**src/rtl/btlpm_pkg.sv**
```systemverilog
// Types and constants of the binary trie longest prefix match block.
`default_nettype none
package btlpm_pkg;

	localparam int NODE_COUNT_DEF = 1024;
	localparam int ADDR_W = 32;
	localparam int LEN_W = 6;
	localparam logic [LEN_W-1:0] MAX_LEN = LEN_W'(ADDR_W);
	localparam logic [ADDR_W-1:0] FULL_MASK = 32'hFFFF_FFFF;

	localparam logic OP_LOOKUP = 1'b0;
	localparam logic OP_INSERT = 1'b1;

	typedef enum logic [1:0] {
		ST_OK     = 2'd0,
		ST_DUP    = 2'd1,
		ST_FULL   = 2'd2,
		ST_BADLEN = 2'd3
	} res_status_t;

	typedef struct packed {
		logic              op;
		logic [ADDR_W-1:0] address;
		logic [LEN_W-1:0]  prefix_length;
		logic [ADDR_W-1:0] owner;
	} in_word_t;

	typedef struct packed {
		logic [1:0]        status;
		logic              found;
		logic [ADDR_W-1:0] match_prefix;
		logic [LEN_W-1:0]  match_length;
		logic [ADDR_W-1:0] match_owner;
	} out_word_t;

	typedef enum logic [2:0] {
		S_IDLE,
		S_READ,
		S_EVAL,
		S_ALLOC_A,
		S_ALLOC_B,
		S_DONE
	} ctl_state_t;

	typedef struct packed {
		logic        load;
		logic        read;
		logic        record;
		logic        descend;
		logic        alloc_a;
		logic        alloc_b;
		logic        write_entry;
		logic        set_status;
		res_status_t status;
		logic        out_load;
	} ctl_cmd_t;

	typedef struct packed {
		logic in_bad_len;
		logic is_insert;
		logic at_limit;
		logic child_zero;
		logic mem_full;
		logic entry_valid;
	} dp_status_t;

endpackage
`default_nettype wire

```
**src/rtl/btlpm_ctrl.sv**
```systemverilog
// Controller state machine that sequences the trie walk.
`default_nettype none
module btlpm_ctrl
	import btlpm_pkg::*;
(
	input  wire logic       clk,
	input  wire logic       arst_n,
	input  wire logic       in_valid,
	output logic            in_ready,
	output logic            out_valid,
	input  wire logic       out_ready,
	input  wire dp_status_t dp_st,
	output ctl_cmd_t        cmd
);

	ctl_state_t state_q, state_d;
	logic out_valid_q;

	always_ff @(posedge clk or negedge arst_n) begin
		if (!arst_n) begin
			state_q <= S_IDLE;
			out_valid_q <= 1'b0;
		end else begin
			state_q <= state_d;
			if (cmd.out_load)
				out_valid_q <= 1'b1;
			else if (out_ready)
				out_valid_q <= 1'b0;
		end
	end

	assign out_valid = out_valid_q;

	always_comb begin
		state_d = state_q;
		cmd = '0;
		cmd.status = ST_OK;
		in_ready = 1'b0;
		case (state_q)
			S_IDLE: begin
				in_ready = 1'b1;
				if (in_valid) begin
					cmd.load = 1'b1;
					if (dp_st.in_bad_len) begin
						cmd.set_status = 1'b1;
						cmd.status = ST_BADLEN;
						state_d = S_DONE;
					end else begin
						state_d = S_READ;
					end
				end
			end
			S_READ: begin
				cmd.read = 1'b1;
				state_d = S_EVAL;
			end
			S_EVAL: begin
				if (!dp_st.is_insert) begin
					cmd.record = 1'b1;
					if (dp_st.at_limit || dp_st.child_zero) begin
						state_d = S_DONE;
					end else begin
						cmd.descend = 1'b1;
						state_d = S_READ;
					end
				end else if (dp_st.at_limit) begin
					cmd.set_status = 1'b1;
					if (dp_st.entry_valid) begin
						cmd.status = ST_DUP;
					end else begin
						cmd.write_entry = 1'b1;
						cmd.status = ST_OK;
					end
					state_d = S_DONE;
				end else if (dp_st.child_zero) begin
					if (dp_st.mem_full) begin
						cmd.set_status = 1'b1;
						cmd.status = ST_FULL;
						state_d = S_DONE;
					end else begin
						state_d = S_ALLOC_A;
					end
				end else begin
					cmd.descend = 1'b1;
					state_d = S_READ;
				end
			end
			S_ALLOC_A: begin
				cmd.alloc_a = 1'b1;
				state_d = S_ALLOC_B;
			end
			S_ALLOC_B: begin
				cmd.alloc_b = 1'b1;
				state_d = S_READ;
			end
			S_DONE: begin
				// The result register is free once its old word is taken.
				if (!out_valid_q || out_ready) begin
					cmd.out_load = 1'b1;
					state_d = S_IDLE;
				end
			end
			default: begin
				state_d = S_IDLE;
			end
		endcase
	end

endmodule
`default_nettype wire

```
**config.mk**
```make
export PLATFORM = sky130hd
export DESIGN_NAME = btlpm_ctrl
export DESIGN_NICKNAME = d
export VERILOG_FILES = /design/src/rtl/btlpm_pkg.sv /design/src/rtl/btlpm_ctrl.sv
export SDC_FILE = /design/constraint.sdc
export NUM_CORES = 1
export LEC_CHECK = 0
export ABC_AREA = 1
export BUFFER_PORTS_ARGS = -buffer_cell sky130_fd_sc_hd__clkbuf_2
export CORE_AREA = 2 2 39 41
export DETAILED_ROUTE_END_ITERATION = 8
export DIE_AREA = 0 0 41 43
export PLACE_DENSITY = 0.54
export REMOVE_ABC_BUFFERS = 1
export SYNTH_ARGS = -nofsm -noshare
export SYNTH_HDL_FRONTEND = slang
export SYNTH_SLANG_ARGS = --single-unit
export TNS_END_PERCENT = 10
```
**constraint.sdc**
```tcl
create_clock -name clk -period 2.4 [get_ports clk]
set_clock_uncertainty 0.1 [all_clocks]
set_input_delay 0.24 -clock clk [delete_from_list [all_inputs] [get_ports clk]]
set_output_delay 0.24 -clock clk [all_outputs]
set_load 0.1 [all_outputs]
```
==> reports/summary.txt <==
Port Buffers: 22
most common cell in the synthesized netlist: inv_1
Final Cycle Share: 84.05%
Via density: 4.081
WHS Path Cells: 3
most used flip-flop cell after synthesis: dfrtp_1
routing usage on met3: 0%
mapped cell area: 347.8 um^2
worst setup margin: 0.3827 ns
GR Util met1: 14.94%
FF-to-FF End: state_q[2]
Initial Util: 25.14%
Bufs on Longest Clock Path: 2
worst flop-to-flop path startpoint: state_q[2]
Hold Crit Class: primary input to flip-flop
die area: 1763 um^2
Detailed Route WL: 831 um
Clock H-tree levels: 1
Post-DRT Antenna Nets: 0
CTS buffer count: 3
Yosys top cell by area: dfrtp_1
run status: completed
first-pass GRT wire length: 1.283 mm
Critical Path RT: 2.06 ns
worst hold start: dp_st[2]
flop-to-flop setup slack: 1.17 ns
Nets: 95
remaining routing DRC violations: 0
Skew-Pair Late Insertion Delay: 0.23 ns
vias in the first global route: 329
Overflow after GRT: 0
DR vias: 404
Die Ht: 43 um
Avg Cell Area, Syn: 6.102 um^2
CP Data Arrival Time: 1.68 ns
grt met2 use: 15.00%
Max Clk Rate: 0.4957 GHz
EDFF count, synth: 0
crit path max fanout: 4
final core occ: 36.89%
RSZ-0062 raised after global routing: false
Hold WS: 0.1790 ns
TritonRoute pass-1 iters: 4
crit path from: state_q[2]
layer with the highest usage: met2
ant diodes: 0
Post-synth ARST share: 100.0%
Reg2Reg Depth: 6
area added between synthesis and finish: 46.76%
CTS Root Buffer Type: clkbuf_4
CP endpoint kind: output pin
row count: 14
Sink Count: 4
Setup Viol. Count Final: 0
fin cells: 99
fin. max-slew vios: 0
clock-pin slew on the worst setup and hold paths: 0.04 ns
largest net degree at the start of global routing: 7
global-route usage over all layers: 10.37%
top post-synthesis cells by count: inv_1 (14), nand2_1 (12), nor2_1 (8), nand3_1 (7), dfrtp_1 (4)
Slew headroom: 63.88%
initial antenna violation count: 0
RePlAce Congestion: 0.7398
Post-Synthesis Cells: 57
Worst-Margin Slew: 0.5441 ns
Synth Register Bits: 4
Fin. Hold Viols: 0
top cells by area, synth: dfrtp_1 (29%), inv_1 (15%), nand2_1 (13%), nand3_1 (10%), nor2_1 (8.6%)
WL/cell: 8.394 um
top-area cell type share of the netlist area: 28.78%
Chip Width: 41 um
Placement Setup Slack: 0.6145 ns
Tmin final: 2.017 ns
Synth cell types: 15
IO Pins: 23
placed insts: 95
Hold Crit Endpoint: state_q[1]
layout cells sized above 1: 37.35%
post-synthesis sequential area ratio: 28.78%
CTS tree: done
Max-Cap Viols: 0
Core Footprint: 1384 um^2
Setup crit start kind: flip-flop
Setup CP Type: flip-flop to output pin
DP HPWL: 708.7 um
initial drt markers: 7
YS warnings: 0
-- final cells by class --
cell class	count	area, um^2
fill	158	873.3
multi-input combinational	39	195.2
timing repair buffer	23	120.1
sequential	4	100.1
inverter	14	52.55
clock buffer	3	22.52
tap	16	20.02
-- repair_timing --
| item | in CTS | in global routing |
|---|---|---|
| buffers inserted | 0 | 0 |
| hold buffers | 1 | 0 |
| gates resized for setup | 0 | 0 |
| hold endpoints to repair | 4 | 0 |
| endpoints found under the setup margin | 0 | 0 |
-- metal layers --
layer  vias to the layer above  share of wire (%)
met4                         0                  0
met5                         -                  0
li1                        229                  -
met1                       165                 48
met3                         0                5.8
met2                        10                 46
-- through the flow --
stage / TNS, ns / cell area, um^2
floorplan: -1.159 / 347.8
global placement: 0 / 478.0
detailed placement: 0 / 478.0
CTS: 0 / 510.5
global route: 0 / 510.5
finish: 0 / 510.5
-- worst max-delay path: stages, from the launching register on --
cell	delay, ns
dfrtp_1	0.43
nor2_1	0.16
nand2_1	0.10
inv_1	0.08
nand3_1	0.12
nand2_1	0.10
clkbuf_2	0.45
-- registers in the layout (all words and copies together), names as in the netlist --
register	flops
state_q	3
out_valid	1
-- worst max path at each step --
stage | cells past startpoint | end
3_5_place_dp | 6 | cmd[2]
6_report | 6 | cmd[2]
4_1_cts | 6 | cmd[3]
5_1_grt | 6 | cmd[2]
2_1_floorplan | 2 | cmd[5]
3_3_place_gp | 6 | cmd[3]
-- cell families after synthesis --
group           Yosys count  share of synthesized area [%]
flops                     4                          28.78
buf+inv                  14                          15.11
simple gates             34                          47.48
compound gates            5                          8.633
-- cells in the final DEF (no fill, tap or decap), drive strengths merged --
master / instances
dfrtp: 4
nand3: 9
nand4: 1
clkbuf: 25
or2: 1
o22ai: 1
dlygate4sd3: 1
inv: 14
nor2: 10
nand2: 12
a21oi: 2
nor3: 1
o21ai: 2
Power is left out: the tool's default activity adds up to more than one toggle a clock period on the data nets, which glitch-free logic cannot reach.
